File: config.mk
export PLATFORM = sky130hd
export DESIGN_NAME = rc_pulse_trimmed_mean_filter
export DESIGN_NICKNAME = d
export VERILOG_FILES = /design/src/rptmf_pkg.sv /design/src/rptmf_ram.sv /design/src/rptmf_rmw.sv /design/src/rptmf_shape.sv /design/src/rc_pulse_trimmed_mean_filter.sv
export SDC_FILE = /design/constraint.sdc
export NUM_CORES = 1
export LEC_CHECK = 0
export ABC_AREA = 1
export BUFFER_PORTS_ARGS = -buffer_cell sky130_fd_sc_hd__buf_4
export CORE_MARGIN = 4
export CORE_UTILIZATION = 55
export CTS_CLUSTER_SIZE = 20
export DETAILED_ROUTE_END_ITERATION = 7
export PLACE_DENSITY = 0.71
export REMOVE_ABC_BUFFERS = 1
export SYNTH_ARGS = -nofsm -noshare
export SYNTH_HDL_FRONTEND = slang
export SYNTH_SLANG_ARGS = --single-unit
File: constraint.sdc
create_clock -name aclk -period 24.7 [get_ports aclk]
set_input_delay 0 -clock aclk [delete_from_list [all_inputs] [get_ports aclk]]
set_output_delay 0 -clock aclk [all_outputs]
set_load 0.02 [all_outputs]
File: src/rptmf_pkg.sv
// shared types, constants and helpers for the rc pulse trimmed mean filter
// no dependencies; rptmf_rmw, rptmf_shape and the top level refer to it by scoped names
package rptmf_pkg;

    // field widths
    localparam int CW     = 3;     // channel number
    localparam int PW     = 16;    // raw pulse width
    localparam int VW     = 12;    // accepted and filtered values
    localparam int WINDOW = 4;     // ring entries per channel
    localparam int SLOTW  = 2;     // ring pointer
    localparam int SUMW   = VW + SLOTW;
    localparam int CFG_IW = 2;     // config register index

    // defaults
    localparam int CHANNELS_DEFAULT = 8;

    // register reset values
    localparam logic [VW-1:0] REJECT_LOW_RST    = 12'd800;
    localparam logic [VW-1:0] REJECT_HIGH_RST   = 12'd2800;
    localparam logic [VW-1:0] THROTTLE_KNEE_RST = 12'd1000;

    // config register indexes
    localparam logic [CFG_IW-1:0] CFG_REJECT_LOW    = 2'd0;
    localparam logic [CFG_IW-1:0] CFG_REJECT_HIGH   = 2'd1;
    localparam logic [CFG_IW-1:0] CFG_THROTTLE_KNEE = 2'd2;

    // the throttle channel and the channel pair that swaps slots
    localparam logic [CW-1:0] THROTTLE_CH = 3'd2;
    localparam logic [CW-1:0] SWAP_CH_A   = 3'd2;
    localparam logic [CW-1:0] SWAP_CH_B   = 3'd3;

    // floor(n / 5) as (n * RECIP5) >> RECIP5_SHIFT, exact for n below 2**16
    localparam int RECIP5_W     = 16;
    localparam logic [RECIP5_W-1:0] RECIP5 = 16'd52429;
    localparam int RECIP5_SHIFT = 18;

    typedef struct packed {
        logic [CW-1:0] channel;
        logic [PW-1:0] pulse_width;
    } in_item_t;

    typedef struct packed {
        logic [CW-1:0] channel_echo;
        logic [CW-1:0] slot;
        logic          rejected;
        logic [VW-1:0] filtered;
        logic [VW-1:0] shaped;
    } out_item_t;

    // one memory word: held value, ring pointer and ring entries of one channel
    typedef struct packed {
        logic [VW-1:0]              held;
        logic [SLOTW-1:0]           wslot;
        logic [WINDOW-1:0][VW-1:0]  entry;
    } row_t;

    // hand-off from the update stage to the math pipeline
    typedef struct packed {
        logic [CW-1:0]              channel;
        logic                       rejected;
        logic [WINDOW-1:0][VW-1:0]  entry;
    } trim_in_t;

    function automatic logic [CW-1:0] remap_slot(input logic [CW-1:0] ch);
        logic [CW-1:0] r;
        r = ch;
        if (ch == SWAP_CH_A) r = SWAP_CH_B;
        if (ch == SWAP_CH_B) r = SWAP_CH_A;
        return r;
    endfunction

endpackage

File: src/rptmf_ram.sv
// generic single-write, single-read ram with registered read data
// read-first on an address collision; no dependencies
module rptmf_ram #(
    parameter int WIDTH = 8,
    parameter int DEPTH = 8
) (
    input  logic                                  aclk,
    input  logic                                  wr_en,
    input  logic [(DEPTH > 1 ? $clog2(DEPTH) : 1)-1:0] wr_addr,
    input  logic [WIDTH-1:0]                      wr_data,
    input  logic                                  rd_en,
    input  logic [(DEPTH > 1 ? $clog2(DEPTH) : 1)-1:0] rd_addr,
    output logic [WIDTH-1:0]                      rd_data
);

    logic [WIDTH-1:0] mem [DEPTH];
    logic [WIDTH-1:0] rd_data_reg;

    // write port and registered read port
    always_ff @(posedge aclk) begin
        if (wr_en) begin
            mem[wr_addr] <= wr_data;
        end
        if (rd_en) begin
            rd_data_reg <= mem[rd_addr];
        end
    end

    assign rd_data = rd_data_reg;

endmodule

File: src/rptmf_rmw.sv
// modify step of the channel row: reject substitution, pointer advance, ring insert
// depends on rptmf_pkg
module rptmf_rmw (
    input  rptmf_pkg::row_t          old_row,
    input  logic                     rejected,
    input  logic [rptmf_pkg::VW-1:0] width_in,
    output rptmf_pkg::row_t          new_row
);

    logic [rptmf_pkg::VW-1:0]    w_acc;
    logic [rptmf_pkg::SLOTW-1:0] next_slot;

    // replaced widths take the held value
    assign w_acc     = rejected ? old_row.held : width_in;
    // pointer advances before the write, so the first write lands in slot 1
    assign next_slot = old_row.wslot + rptmf_pkg::SLOTW'(1);

    always_comb begin
        new_row                  = old_row;
        new_row.held             = w_acc;
        new_row.wslot            = next_slot;
        new_row.entry[next_slot] = w_acc;
    end

endmodule

File: src/rptmf_shape.sv
// math pipeline: trimmed mean, throttle excess times three, divide by five and add knee
// depends on rptmf_pkg
module rptmf_shape (
    input  logic                     aclk,
    input  logic                     aresetn,
    input  logic                     in_valid,
    output logic                     in_ready,
    input  rptmf_pkg::trim_in_t      in_data,
    input  logic [rptmf_pkg::VW-1:0] throttle_knee,
    output logic                     m_valid,
    input  logic                     m_ready,
    output rptmf_pkg::out_item_t     m_item
);

    localparam int PRODW = rptmf_pkg::SUMW + rptmf_pkg::RECIP5_W;

    // stage a: trimmed mean
    logic                       a_valid_reg;
    logic [rptmf_pkg::CW-1:0]   a_ch_reg;
    logic                       a_rej_reg;
    logic [rptmf_pkg::VW-1:0]   a_filt_reg;
    // stage b: gain decision and three times the excess
    logic                       b_valid_reg;
    logic [rptmf_pkg::CW-1:0]   b_ch_reg;
    logic                       b_rej_reg;
    logic [rptmf_pkg::VW-1:0]   b_filt_reg;
    logic                       b_apply_reg;
    logic [rptmf_pkg::SUMW-1:0] b_p3_reg;
    // output register
    logic                       m_valid_reg;
    rptmf_pkg::out_item_t       m_item_reg;

    logic                       a_ready, b_ready, c_ready;
    logic [rptmf_pkg::VW-1:0]   filt_next;
    logic [rptmf_pkg::VW-1:0]   excess;
    logic [rptmf_pkg::SUMW-1:0] p3_next;
    logic [PRODW-1:0]           quot_prod;
    logic [rptmf_pkg::VW-1:0]   shaped_next;

    assign c_ready  = !m_valid_reg || m_ready;
    assign b_ready  = !b_valid_reg || c_ready;
    assign a_ready  = !a_valid_reg || b_ready;
    assign in_ready = a_ready;

    // sum of the ring minus its largest and smallest entry, halved
    always_comb begin
        logic [rptmf_pkg::VW-1:0]   mx;
        logic [rptmf_pkg::VW-1:0]   mn;
        logic [rptmf_pkg::SUMW-1:0] sum;
        mx  = '0;
        mn  = '1;
        sum = '0;
        for (int i = 0; i < rptmf_pkg::WINDOW; i++) begin
            if (in_data.entry[i] > mx) mx = in_data.entry[i];
            if (in_data.entry[i] < mn) mn = in_data.entry[i];
            sum = sum + rptmf_pkg::SUMW'(in_data.entry[i]);
        end
        sum       = sum - rptmf_pkg::SUMW'(mx) - rptmf_pkg::SUMW'(mn);
        filt_next = sum[rptmf_pkg::VW:1];
    end

    // excess over the knee, times three by shift and add
    assign excess  = a_filt_reg - throttle_knee;
    assign p3_next = {excess, 1'b0} + rptmf_pkg::SUMW'(excess);

    // divide by five through the reciprocal
    assign quot_prod   = PRODW'(b_p3_reg) * PRODW'(rptmf_pkg::RECIP5);
    assign shaped_next = b_apply_reg
                       ? throttle_knee + quot_prod[rptmf_pkg::RECIP5_SHIFT +: rptmf_pkg::VW]
                       : b_filt_reg;

    // stage valid bits
    always_ff @(posedge aclk) begin
        if (!aresetn) begin
            a_valid_reg <= 1'b0;
            b_valid_reg <= 1'b0;
            m_valid_reg <= 1'b0;
        end else begin
            if (a_ready) a_valid_reg <= in_valid;
            if (b_ready) b_valid_reg <= a_valid_reg;
            if (c_ready) m_valid_reg <= b_valid_reg;
        end
    end

    // stage payloads
    always_ff @(posedge aclk) begin
        if (in_valid && a_ready) begin
            a_ch_reg   <= in_data.channel;
            a_rej_reg  <= in_data.rejected;
            a_filt_reg <= filt_next;
        end
        if (a_valid_reg && b_ready) begin
            b_ch_reg    <= a_ch_reg;
            b_rej_reg   <= a_rej_reg;
            b_filt_reg  <= a_filt_reg;
            b_apply_reg <= (a_ch_reg == rptmf_pkg::THROTTLE_CH)
                        && (a_filt_reg > throttle_knee);
            b_p3_reg    <= p3_next;
        end
        if (b_valid_reg && c_ready) begin
            m_item_reg.channel_echo <= b_ch_reg;
            m_item_reg.slot         <= rptmf_pkg::remap_slot(b_ch_reg);
            m_item_reg.rejected     <= b_rej_reg;
            m_item_reg.filtered     <= b_filt_reg;
            m_item_reg.shaped       <= shaped_next;
        end
    end

    assign m_valid = m_valid_reg;
    assign m_item  = m_item_reg;

endmodule

File: src/rc_pulse_trimmed_mean_filter.sv
// top level of the rc pulse trimmed mean filter: config registers, row memory, update stage
// depends on rptmf_pkg, rptmf_ram, rptmf_rmw and rptmf_shape
//
//  channel | ports                        | payload
//  --------+------------------------------+------------------------------------------
//  input   | s_valid, s_ready, s_item     | channel, pulse_width
//  result  | m_valid, m_ready, m_item     | channel_echo, slot, rejected, filtered, shaped
//  config  | cfg_valid, cfg_ready         | cfg_index (0 low, 1 high, 2 knee), cfg_data
//
//  one transaction per cycle each way unless stalled; a result crosses s1, a, b, out regs
//  the per-channel row is read when the input is taken and written back as the item leaves s1;
//  a back-to-back pair on one channel gets the written row forwarded past the memory
//  reset restores the register defaults and clears one valid bit per row, no clearing pass
//  a stall on the result side holds the pipeline and drops s_ready; config is always ready
module rc_pulse_trimmed_mean_filter #(
    parameter int CHANNELS = rptmf_pkg::CHANNELS_DEFAULT
) (
    input  logic                         aclk,
    input  logic                         aresetn,
    input  logic                         s_valid,
    output logic                         s_ready,
    input  rptmf_pkg::in_item_t          s_item,
    output logic                         m_valid,
    input  logic                         m_ready,
    output rptmf_pkg::out_item_t         m_item,
    input  logic                         cfg_valid,
    output logic                         cfg_ready,
    input  logic [rptmf_pkg::CFG_IW-1:0] cfg_index,
    input  logic [rptmf_pkg::VW-1:0]     cfg_data
);

    localparam int AW    = (CHANNELS > 1) ? $clog2(CHANNELS) : 1;
    localparam int ROW_W = $bits(rptmf_pkg::row_t);

    // configuration registers
    logic [rptmf_pkg::VW-1:0] reject_low_reg;
    logic [rptmf_pkg::VW-1:0] reject_high_reg;
    logic [rptmf_pkg::VW-1:0] throttle_knee_reg;

    // update stage
    logic                       s1_valid_reg;
    logic [rptmf_pkg::CW-1:0]   s1_ch_reg;
    logic [AW-1:0]              s1_addr_reg;
    logic                       s1_in_range_reg;
    logic                       s1_rej_reg;
    logic [rptmf_pkg::VW-1:0]   s1_width_reg;
    logic                       s1_fwd_hit_reg;
    rptmf_pkg::row_t            s1_fwd_row_reg;
    logic                       s1_row_valid_reg;
    logic [CHANNELS-1:0]        row_valid_reg;

    logic [AW+rptmf_pkg::CW-1:0] ch_wide;
    logic [AW-1:0]               rd_addr;
    logic                        in_range;
    logic                        reject;
    logic                        accept;
    logic                        wr_en;
    logic [ROW_W-1:0]            rd_data;
    rptmf_pkg::row_t             old_row;
    rptmf_pkg::row_t             new_row;
    rptmf_pkg::trim_in_t         trim_in;
    logic                        shape_ready;

    assign cfg_ready = 1'b1;

    // config writes
    always_ff @(posedge aclk) begin
        if (!aresetn) begin
            reject_low_reg    <= rptmf_pkg::REJECT_LOW_RST;
            reject_high_reg   <= rptmf_pkg::REJECT_HIGH_RST;
            throttle_knee_reg <= rptmf_pkg::THROTTLE_KNEE_RST;
        end else if (cfg_valid) begin
            unique case (cfg_index)
                rptmf_pkg::CFG_REJECT_LOW:    reject_low_reg    <= cfg_data;
                rptmf_pkg::CFG_REJECT_HIGH:   reject_high_reg   <= cfg_data;
                rptmf_pkg::CFG_THROTTLE_KNEE: throttle_knee_reg <= cfg_data;
                default: ;
            endcase
        end
    end

    // input decode: row address, range check, reject test
    assign ch_wide  = (AW + rptmf_pkg::CW)'(s_item.channel);
    assign rd_addr  = ch_wide[AW-1:0];
    assign in_range = {29'd0, s_item.channel} < 32'(CHANNELS);
    assign reject   = (s_item.pulse_width > rptmf_pkg::PW'(reject_high_reg))
                   || (s_item.pulse_width < rptmf_pkg::PW'(reject_low_reg));

    assign s_ready = !s1_valid_reg || shape_ready;
    assign accept  = s_valid && s_ready;

    // write back as the item leaves the update stage
    assign wr_en = s1_valid_reg && shape_ready && s1_in_range_reg;

    rptmf_ram #(
        .WIDTH (ROW_W),
        .DEPTH (CHANNELS)
    ) u_row_ram (
        .aclk    (aclk),
        .wr_en   (wr_en),
        .wr_addr (s1_addr_reg),
        .wr_data (ROW_W'(new_row)),
        .rd_en   (accept),
        .rd_addr (rd_addr),
        .rd_data (rd_data)
    );

    // update stage control
    always_ff @(posedge aclk) begin
        if (!aresetn) begin
            s1_valid_reg  <= 1'b0;
            row_valid_reg <= '0;
        end else begin
            if (s_ready) s1_valid_reg <= s_valid;
            if (wr_en) row_valid_reg[s1_addr_reg] <= 1'b1;
        end
    end

    // update stage payload, with forwarding of a row written at the read edge
    always_ff @(posedge aclk) begin
        if (accept) begin
            s1_ch_reg        <= s_item.channel;
            s1_addr_reg      <= rd_addr;
            s1_in_range_reg  <= in_range;
            s1_rej_reg       <= in_range && reject;
            s1_width_reg     <= s_item.pulse_width[rptmf_pkg::VW-1:0];
            s1_fwd_hit_reg   <= wr_en && (s1_addr_reg == rd_addr);
            s1_fwd_row_reg   <= new_row;
            s1_row_valid_reg <= row_valid_reg[rd_addr];
        end
    end

    // current row: forwarded, stored, or zero before the first write
    always_comb begin
        if (s1_fwd_hit_reg) begin
            old_row = s1_fwd_row_reg;
        end else if (s1_row_valid_reg) begin
            old_row = rptmf_pkg::row_t'(rd_data);
        end else begin
            old_row = '0;
        end
    end

    rptmf_rmw u_rmw (
        .old_row  (old_row),
        .rejected (s1_rej_reg),
        .width_in (s1_width_reg),
        .new_row  (new_row)
    );

    // channels beyond the count leave zero values for the math
    always_comb begin
        trim_in.channel  = s1_ch_reg;
        trim_in.rejected = s1_rej_reg;
        trim_in.entry    = s1_in_range_reg ? new_row.entry : '0;
    end

    rptmf_shape u_shape (
        .aclk          (aclk),
        .aresetn       (aresetn),
        .in_valid      (s1_valid_reg),
        .in_ready      (shape_ready),
        .in_data       (trim_in),
        .throttle_knee (throttle_knee_reg),
        .m_valid       (m_valid),
        .m_ready       (m_ready),
        .m_item        (m_item)
    );

    // checks
    a_stall_needs_item: assert property (@(posedge aclk) disable iff (!aresetn)
        !s_ready |-> s1_valid_reg)
        else $error("input stalled with an empty update stage");

    a_row_marked_valid: assert property (@(posedge aclk) disable iff (!aresetn)
        wr_en |=> row_valid_reg[$past(s1_addr_reg)])
        else $error("written row not marked valid");

    a_no_write_out_of_range: assert property (@(posedge aclk) disable iff (!aresetn)
        (s1_valid_reg && !s1_in_range_reg) |-> !wr_en && !s1_rej_reg)
        else $error("state touched for a channel beyond the count");

endmodule
# == Word-level counts from Yosys, hierarchy flattened ==
# Memories as Yosys holds them, arrays and structs flattened. A register that Yosys moved wholly into a read port is not among the register bits.
# Cells that the tools add are included.
# word_totals
regBits,206
ram_bits,496
inputBits,38
out_inout_bits,34
wordCells,111
n_memories,1
# mem_list
name,words,word_bits,read_ports,rd_ports_with_merged_regs,write_ports,line_no,source
u_row_ram.mem,8,62,1,1,1,rptmf_ram.sv:16,logic [WIDTH-1:0] mem [DEPTH];
# op_classes
addsub,9
multipliers,1
order_cmp,16
n_eq_ne,6
mux,22
bitwise,1
reduce_logical,22
# op_table
op,count
$mux W12,11
$mux W62,2
$bwmux W48,1
$gt A12 B12 Y1,4
$lt A12 B12 Y1,3
$mul A14 B16 Y30 const B,1
$add A13 B12 Y13,2
$sub A13 B12 Y13,2
$demux W12 S2,1
$gt A16 B12 Y1,1
$lt A16 B12 Y1,1
$add A13 B12 Y14,1
$add A12 B12 Y13,1
$add A12 B12 Y12,1
$gt A12 B1 Y1 const B,1
$lt A12 B12 Y1 const B,1
$sub A12 B12 Y12,1
$eq A3 B2 Y1 const B,3
$logic_and A1 B1 Y1,8
$lt A3 B4 Y1 const B,2
$or A8 B8 Y8,1
$reduce_and A2 Y1,3
$logic_or A1 B1 Y1,5
$mux W1,5
12 further kinds,15

# == Longest topological paths before layout ==
# Gate-level depths: netlist (run 1).
# logic_depth
ltp_word,18
depth_mapped,67
mapped_depth_nobuf,57

# == Modules after synthesis ==
# From an unflattened synthesis (run 1), not the netlist that was laid out.
# hier_totals
cells_unflattened,4349
hier_area_um2,41751.3
# modules_own_cells
mod,n_inst,cells_each,area_per_inst_um2,seq_area_each_um2
rptmf_ram,1,2223,23602.6,16756.1
rptmf_shape,1,1298,11488.5,2402.3
rc_pulse_trimmed_mean_filter,1,603,5584.1,3303.2
rptmf_rmw,1,225,1076.0,0.0

# == Worst setup path before layout (run 1) ==
# Ideal clock, no wire load.
# synth_path
path_type,reg-to-reg
startpoint,register s1_fwd_hit_reg
endpoint,register u_shape.a_filt_reg[10] (netlist name) (data pin)
setup_ns,0.258
arrival_time_ns,11.094
required_time_ns,24.442
path_slack_ns,13.348
stages_incl_launch_ff,61
path_buffers,9
period_less_slack_ns,11.352
cell_sequence,edfxtp_1 buf_6 inv_4 nand2_4 inv_2 buf_6 clkbuf_1 buf_2 buf_1 clkbuf_1 a22oi_1 inv_1 ha_1 clkinv_1 o21ai_0 inv_1 ha_1 nand2_1 [25 not listed] fa_1 inv_1 fa_1 inv_1 fa_1 inv_1 ha_1 inv_1 fa_1 o21ai_0 a21oi_1 inv_1 a21oi_1 o21ai_0 a21oi_1 nor2_1 nor2_1 xnor2_1
# synth_rtl
element,line_no,source
from (decl),rc_pulse_trimmed_mean_filter.sv:47,logic s1_fwd_hit_reg;
from (signal assigned),rc_pulse_trimmed_mean_filter.sv:127,s1_fwd_hit_reg <= wr_en && (s1_addr_reg == rd_addr);
to (signal assigned),rptmf_shape.sv:90,a_filt_reg <= filt_next;
to (decl),rptmf_shape.sv:21,logic [rptmf_pkg::VW-1:0] a_filt_reg;

==> flow_summary_export.csv, run 1 <==
group,metric,value,unit
cts,cts_tree,"done",
floorplanning,dieArea,0.0733,mm2
critical_path,r2r-start,"s1_fwd_hit_reg",
cts,clk_pin_slew,60,ps
layout,post_route_cells_drive_above_1_share,7.98,%
critical_path,regToRegEndpoint,"u_shape.a_filt_reg[10]",
placed_design,portBuffers,70,
synthesis,syn_avg_cell_area,11.4,um2
layout,design_area,0.0426,mm2
synthesis,ys.flop_type,"edfxtp_1",
outcome,outcome,"completed",
critical_path,rrSetupSlack,12080,ps
worst_hold_path,hold_depth,3,
cts,worstSkewPairLatency,650,ps
floorplanning,core.rowCount,96,
layout,layout_commonest_cell,"edfxtp_1",
floorplanning,core,0.0686,mm2
cts,cts_sinks,764,
placed_design,dp.cells,4254,
route,drcViolationCount,0,
sta,fin_crit,12620,ps
critical_path,critPathRequiredTime,25080,ps
critical_path,slowest_stage,"o21ai_0",
critical_path,cp-start-kind,"flop",
layout,fin_nets,3836,
critical_path,path_buf_inv,14,
floorplanning,io_pins,72,
layout,stdcell_count,4438,
route,first_iter_violations,2300,
placed_design,gp_congestion,0.949,
layout,final_cell_mix,"edfxtp_1 (716), nor2_1 (500), o21ai_0 (401)",
critical_path,crit_family,"compound AO/OA/AOI/OAI gates",
critical_path,cp-end-kind,"flop",
sta,period_share,51.1,%
sta,slew_violations,0,
sta,setup_viol,0,
route,wl_per_cell,21.7,um
synthesis,synth_warnings,0,
cts,cts_inserted_buffers,76,
synthesis,syn_inst,3327,
layout,largest_reg_flops,496,
floorplanning,initial_core_util,55.4,%
sta,clock.fmax,79.3,MHz
route,firstDrtPassIters,6,
synthesis,async_flop_share,0,%
sta,hold_viol,0,
worst_hold_path,hp-class,"in -> reg",
layout,n_antenna_cell,0,
critical_path,critPathMaxStageDelay,1100,ps
route,ant_nets,0,
synthesis,syn_area,0.0380,mm2
synthesis,yosysSeqAreaShare,59.1,%
cts,clockRootBuffer,"clkbuf_16",
global_routing,grt_usage,26.1,%
floorplanning,die-height,271,um
global_routing,grt_max_degree,162,
route,viasPerCell,5.84,
critical_path,worstSetupPathType,"reg -> reg",
sta,worstMarginPinSlew,1240,ps
placed_design,placed_cell_area,0.0397,mm2
critical_path,rr_worst_depth,53,
layout,syn2layout_area_growth,12.2,%
sta,finalSetupTns,0,ps
synthesis,synth-seq-cells,764,
sta,fin_skew,44.2,ps
global_routing,overflow,0,
global_routing,grt_pass1_wl,149,mm
route,vias,25908,
route,drt-total-wl,96.2,mm
worst_hold_path,worst_hold_startpoint,"s_item[17]",
synthesis,synthDistinctLibCells,51,
cts,h-tree-depth,3,
critical_path,critPathArrivalTime,13000,ps
worst_hold_path,min_to,"s1_fwd_hit_reg",
global_routing,grt_pass1_vias,26038,
placed_design,post-place-ws,12260,ps
sta,rsz0062_at_grt,"false",
sta,final.setup.worst_slack,12080,ps
global_routing,antenna_found_initial,3,
sta,max-slew-margin-rel,16.7,%
run,maxCapViolCount,0,
synthesis,synth-edff-count,716,
critical_path,crit_fanout,56,
placed_design,dp_hpwl,60.9,mm
critical_path,crit_top_cell,"inv_1",
cts,cts_buffer_depth,3,
floorplanning,chipWidth,271,um
## routing by layer
layer  track usage [%]  part of all wire [%]  up-vias
li1                  -                     -    11977
met4              9.52                   3.6        2
met2              43.9                    49     1010
met1              34.9                    41    12731
met5                 0                 0.010        -
met3              4.08                   7.2      188
## through the flow
step           utilization [%]  hold slack (ps)
2_1_floorplan                -             98.6
3_3_place_gp              57.9              204
3_5_place_dp              57.9              200
4_1_cts                   62.2             24.7
5_1_grt                   62.2             20.5
6_report                  62.2             27.6
## tightest hold or removal path, cell delays in order
cell and delay (ps):
buf_4 180, xor2_1 160, nor4_1 130
## synthesized netlist by cell type, types with 10 or more instances
cell type | number | area share, %
edfxtp_1 | 716 | 57
nor2_1 | 510 | 5.0
o21ai_0 | 406 | 5.3
inv_1 | 331 | 3.3
nand2_1 | 274 | 2.7
ha_1 | 248 | 8.2
a21oi_1 | 133 | 1.8
clkbuf_1 | 119 | 1.2
fa_1 | 104 | 5.5
o22ai_1 | 75 | 1.2
a31oi_1 | 66 | 1.1
dfxtp_1 | 48 | 2.5
nand3_1 | 45 | 0.59
xor2_1 | 40 | 0.92
a22o_1 | 28 | 0.65
xnor2_1 | 18 | 0.41
buf_1 | 17 | 0.17
o211ai_1 | 16 | 0.32
a22oi_1 | 15 | 0.30
nand4_1 | 15 | 0.25
a221o_1 | 13 | 0.34
o21a_1 | 10 | 0.20
## area by class of cell
type | instances | area, um2
sequential | 764 | 22500
tap | 931 | 1160
inverter | 337 | 1280
clock buffer | 95 | 2020
multi-input combinational | 2081 | 13800
clock inverter | 44 | 434
timing repair buffer | 186 | 1510
fill | 5269 | 26000
## timing repair
action | in CTS | in global routing
hold buffers | 45 | 0
hold endpoints to repair | 71 | 0
resized for setup | 0 | 0
buffers inserted | 0 | 0
## how the worst max path moves through the flow
stage	start	depth (start not counted)	endpoint
6_report	s1_fwd_hit_reg	53	u_shape.a_filt_reg[10]
5_1_grt	s1_fwd_hit_reg	52	u_shape.a_filt_reg[11]
4_1_cts	s1_fwd_hit_reg	52	u_shape.a_filt_reg[10]
3_5_place_dp	s1_fwd_hit_reg	51	u_shape.a_filt_reg[10]
3_3_place_gp	s1_fwd_hit_reg	53	u_shape.a_filt_reg[10]
2_1_floorplan	s1_fwd_hit_reg	50	u_shape.a_filt_reg[10]
## cell families after synthesis
logic type	after synthesis	synth area share, %
fa+ha+maj	352	13.6
simple gates	874	9.09
other cells	1	0.00987
compound gates	796	11.9
flops	764	59.1
buf+inv	482	4.86
xor+xnor	58	1.34
Power of run 1 is not shown: default switching activity piles up to over one toggle a cycle in this logic, so the estimate is an artifact.
==> run 2, diff against run 1 <==
- clock period: 24.7 -> 11.7 ns (I/O delays scaled with it)
==> run 2 against run 1 <==
  * Hold slack improved by 72 ps
  * Non-clock buffer count increased by 10
  * Register-to-register slack got worse by 11000 ps
  * Sequential share of layout area decreased by 0.30 points
  * Core utilization increased by 0.36 points
  * Clock skew decreased by 6.0 ps
  * Flip-flop and latch count unchanged
  * Count of clock-buffer cells in the layout unchanged
==> flow_summary_export.csv, run 2 (synthesis results as in run 1) <==
group,metric,value,unit
layout,largest_reg_flops,496,
critical_path,rr_worst_depth,52,
sta,clock.fmax,92.8,MHz
floorplanning,die-height,271,um
critical_path,cp-end-kind,"flop",
route,drt-total-wl,98.4,mm
critical_path,critPathRequiredTime,12070,ps
cts,cts_tree,"done",
cts,clockRootBuffer,"clkbuf_16",
cts,cts_inserted_buffers,79,
placed_design,post-place-ws,338,ps
route,ant_nets,0,
cts,cts_buffer_depth,3,
layout,layout_commonest_cell,"edfxtp_1",
placed_design,portBuffers,70,
placed_design,gp_congestion,0.979,
global_routing,grt_max_degree,143,
cts,postCtsSetupBuffers,0,
critical_path,crit_fanout,24,
sta,period_share,92.1,%
sta,finalSetupTns,0,ps
route,wl_per_cell,22.1,um
cts,h-tree-depth,3,
sta,max-slew-margin-rel,11.6,%
sta,rsz0062_at_grt,"false",
cts,cts_sinks,764,
route,first_iter_violations,2642,
critical_path,critPathMaxStageDelay,500,ps
floorplanning,initial_core_util,55.4,%
outcome,outcome,"completed",
worst_hold_path,worst_hold_startpoint,"s_item[16]",
layout,fillers,5252,
placed_design,dp_hpwl,62.4,mm
critical_path,critPathArrivalTime,11150,ps
global_routing,overflow,0,
global_routing,antenna_found_initial,0,
layout,seq_area,0.0225,mm2
run,maxCapViolCount,0,
layout,post_route_cells_drive_above_1_share,8.44,%
sta,fin_crit,10770,ps
floorplanning,io_pins,72,
critical_path,cp-start-kind,"flop",
global_routing,grt_pass1_vias,26321,
worst_hold_path,hold_depth,1,
layout,syn2layout_area_growth,12.9,%
layout,n_antenna_cell,0,
route,drcViolationCount,0,
sta,fin_skew,38.2,ps
global_routing,grt_usage,26.6,%
floorplanning,core.rowCount,96,
sta,final.setup.worst_slack,929,ps
critical_path,rrSetupSlack,930,ps
sta,setup_viol,0,
floorplanning,dieArea,0.0733,mm2
layout,multi_input_comb_area,0.0138,mm2
floorplanning,core,0.0686,mm2
critical_path,crit_top_cell,"o21ai_0",
route,vias,26244,
critical_path,r2r-start,"s1_fwd_hit_reg",
route,firstDrtPassIters,5,
sta,hold_viol,0,
critical_path,worstSetupPathType,"reg -> reg",
route,viasPerCell,5.90,
floorplanning,chipWidth,271,um
worst_hold_path,min_to,"s1_addr_reg[0]",
critical_path,slowest_stage,"fa_1",
cts,clk_pin_slew,60,ps
sta,worstMarginPinSlew,1310,ps
sta,slew_violations,0,
layout,final_cell_mix,"edfxtp_1 (716), nor2_1 (500), o21ai_0 (398)",
cts,worstSkewPairLatency,650,ps
critical_path,regToRegEndpoint,"u_shape.a_filt_reg[11]",
layout,fin_nets,3849,
worst_hold_path,hp-class,"in -> reg",
global_routing,grt_pass1_wl,152,mm
## run 2: cell count changes in the layout (fill, tap and decap cells not counted), sizes merged
| cell | change |
|---|---|
| bufinv | +2 |
| clkinvlp | +2 |
| dlygate4sd3 | +5 |
| inv | -3 |
| buf | +5 |
## run 2: timing repair
item	CTS	global route
resized for setup	0	16
hold buffers	50	0
endpoints found under the hold margin	62	0
endpoints found under the setup margin	0	6
## run 2: routing by layer
layer	wire [um]	vias to the layer above	GRT usage, %	share of wire (%)
met5	0	-	0	0
met4	3020	0	8.27	3.1
met3	6410	200	3.67	6.5
met2	48300	1022	45.6	49
met1	40700	13015	35.7	41
li1	-	12007	-	-
## run 2: final cells by class
type	instances	area share (%)
well taps	931	2.72
flip-flops and latches	764	52.4
inverters	337	3.00
repair buffers	196	3.77
clock buffers	95	4.77
multi-input cells	2081	32.1
clock inverters	45	1.23
## run 2: worst max-delay path by stage
stage,to,cells after the start,from,slack [ps]
floorplan,u_shape.a_filt_reg[10],50,s1_fwd_hit_reg,-1110
global placement,u_shape.a_filt_reg[10],47,s1_row_valid_reg,670
detailed placement,u_shape.a_filt_reg[10],52,s1_fwd_hit_reg,340
CTS,u_shape.a_filt_reg[10],52,s1_fwd_hit_reg,280
global route,u_shape.a_filt_reg[10],52,s1_fwd_hit_reg,60
finish,u_shape.a_filt_reg[11],52,s1_fwd_hit_reg,930
## run 2: through the flow
stage,hold slack (ps),utilization (%),instances,cell area (um2)
3_3_place_gp,214,58.0,4259,39800
2_1_floorplan,98.6,-,3182,37400
5_1_grt,75.2,62.5,4449,42900
3_5_place_dp,203,58.0,4259,39800
4_1_cts,37.3,62.5,4449,42900
6_report,99.4,62.5,4449,42900
## run 2: worst max-delay path: cells and delay by family (launching register included)
family / cells / cell delay, ps
AND/OR/NAND/NOR: 10 / 1100
adder cells (fa/ha/maj): 8 / 3010
buffers and inverters: 13 / 2410
flip-flops: 1 / 430
AO/OA/AOI/OAI: 20 / 3370
XOR/XNOR: 1 / 150
Power of run 2 is left out for the same reason.
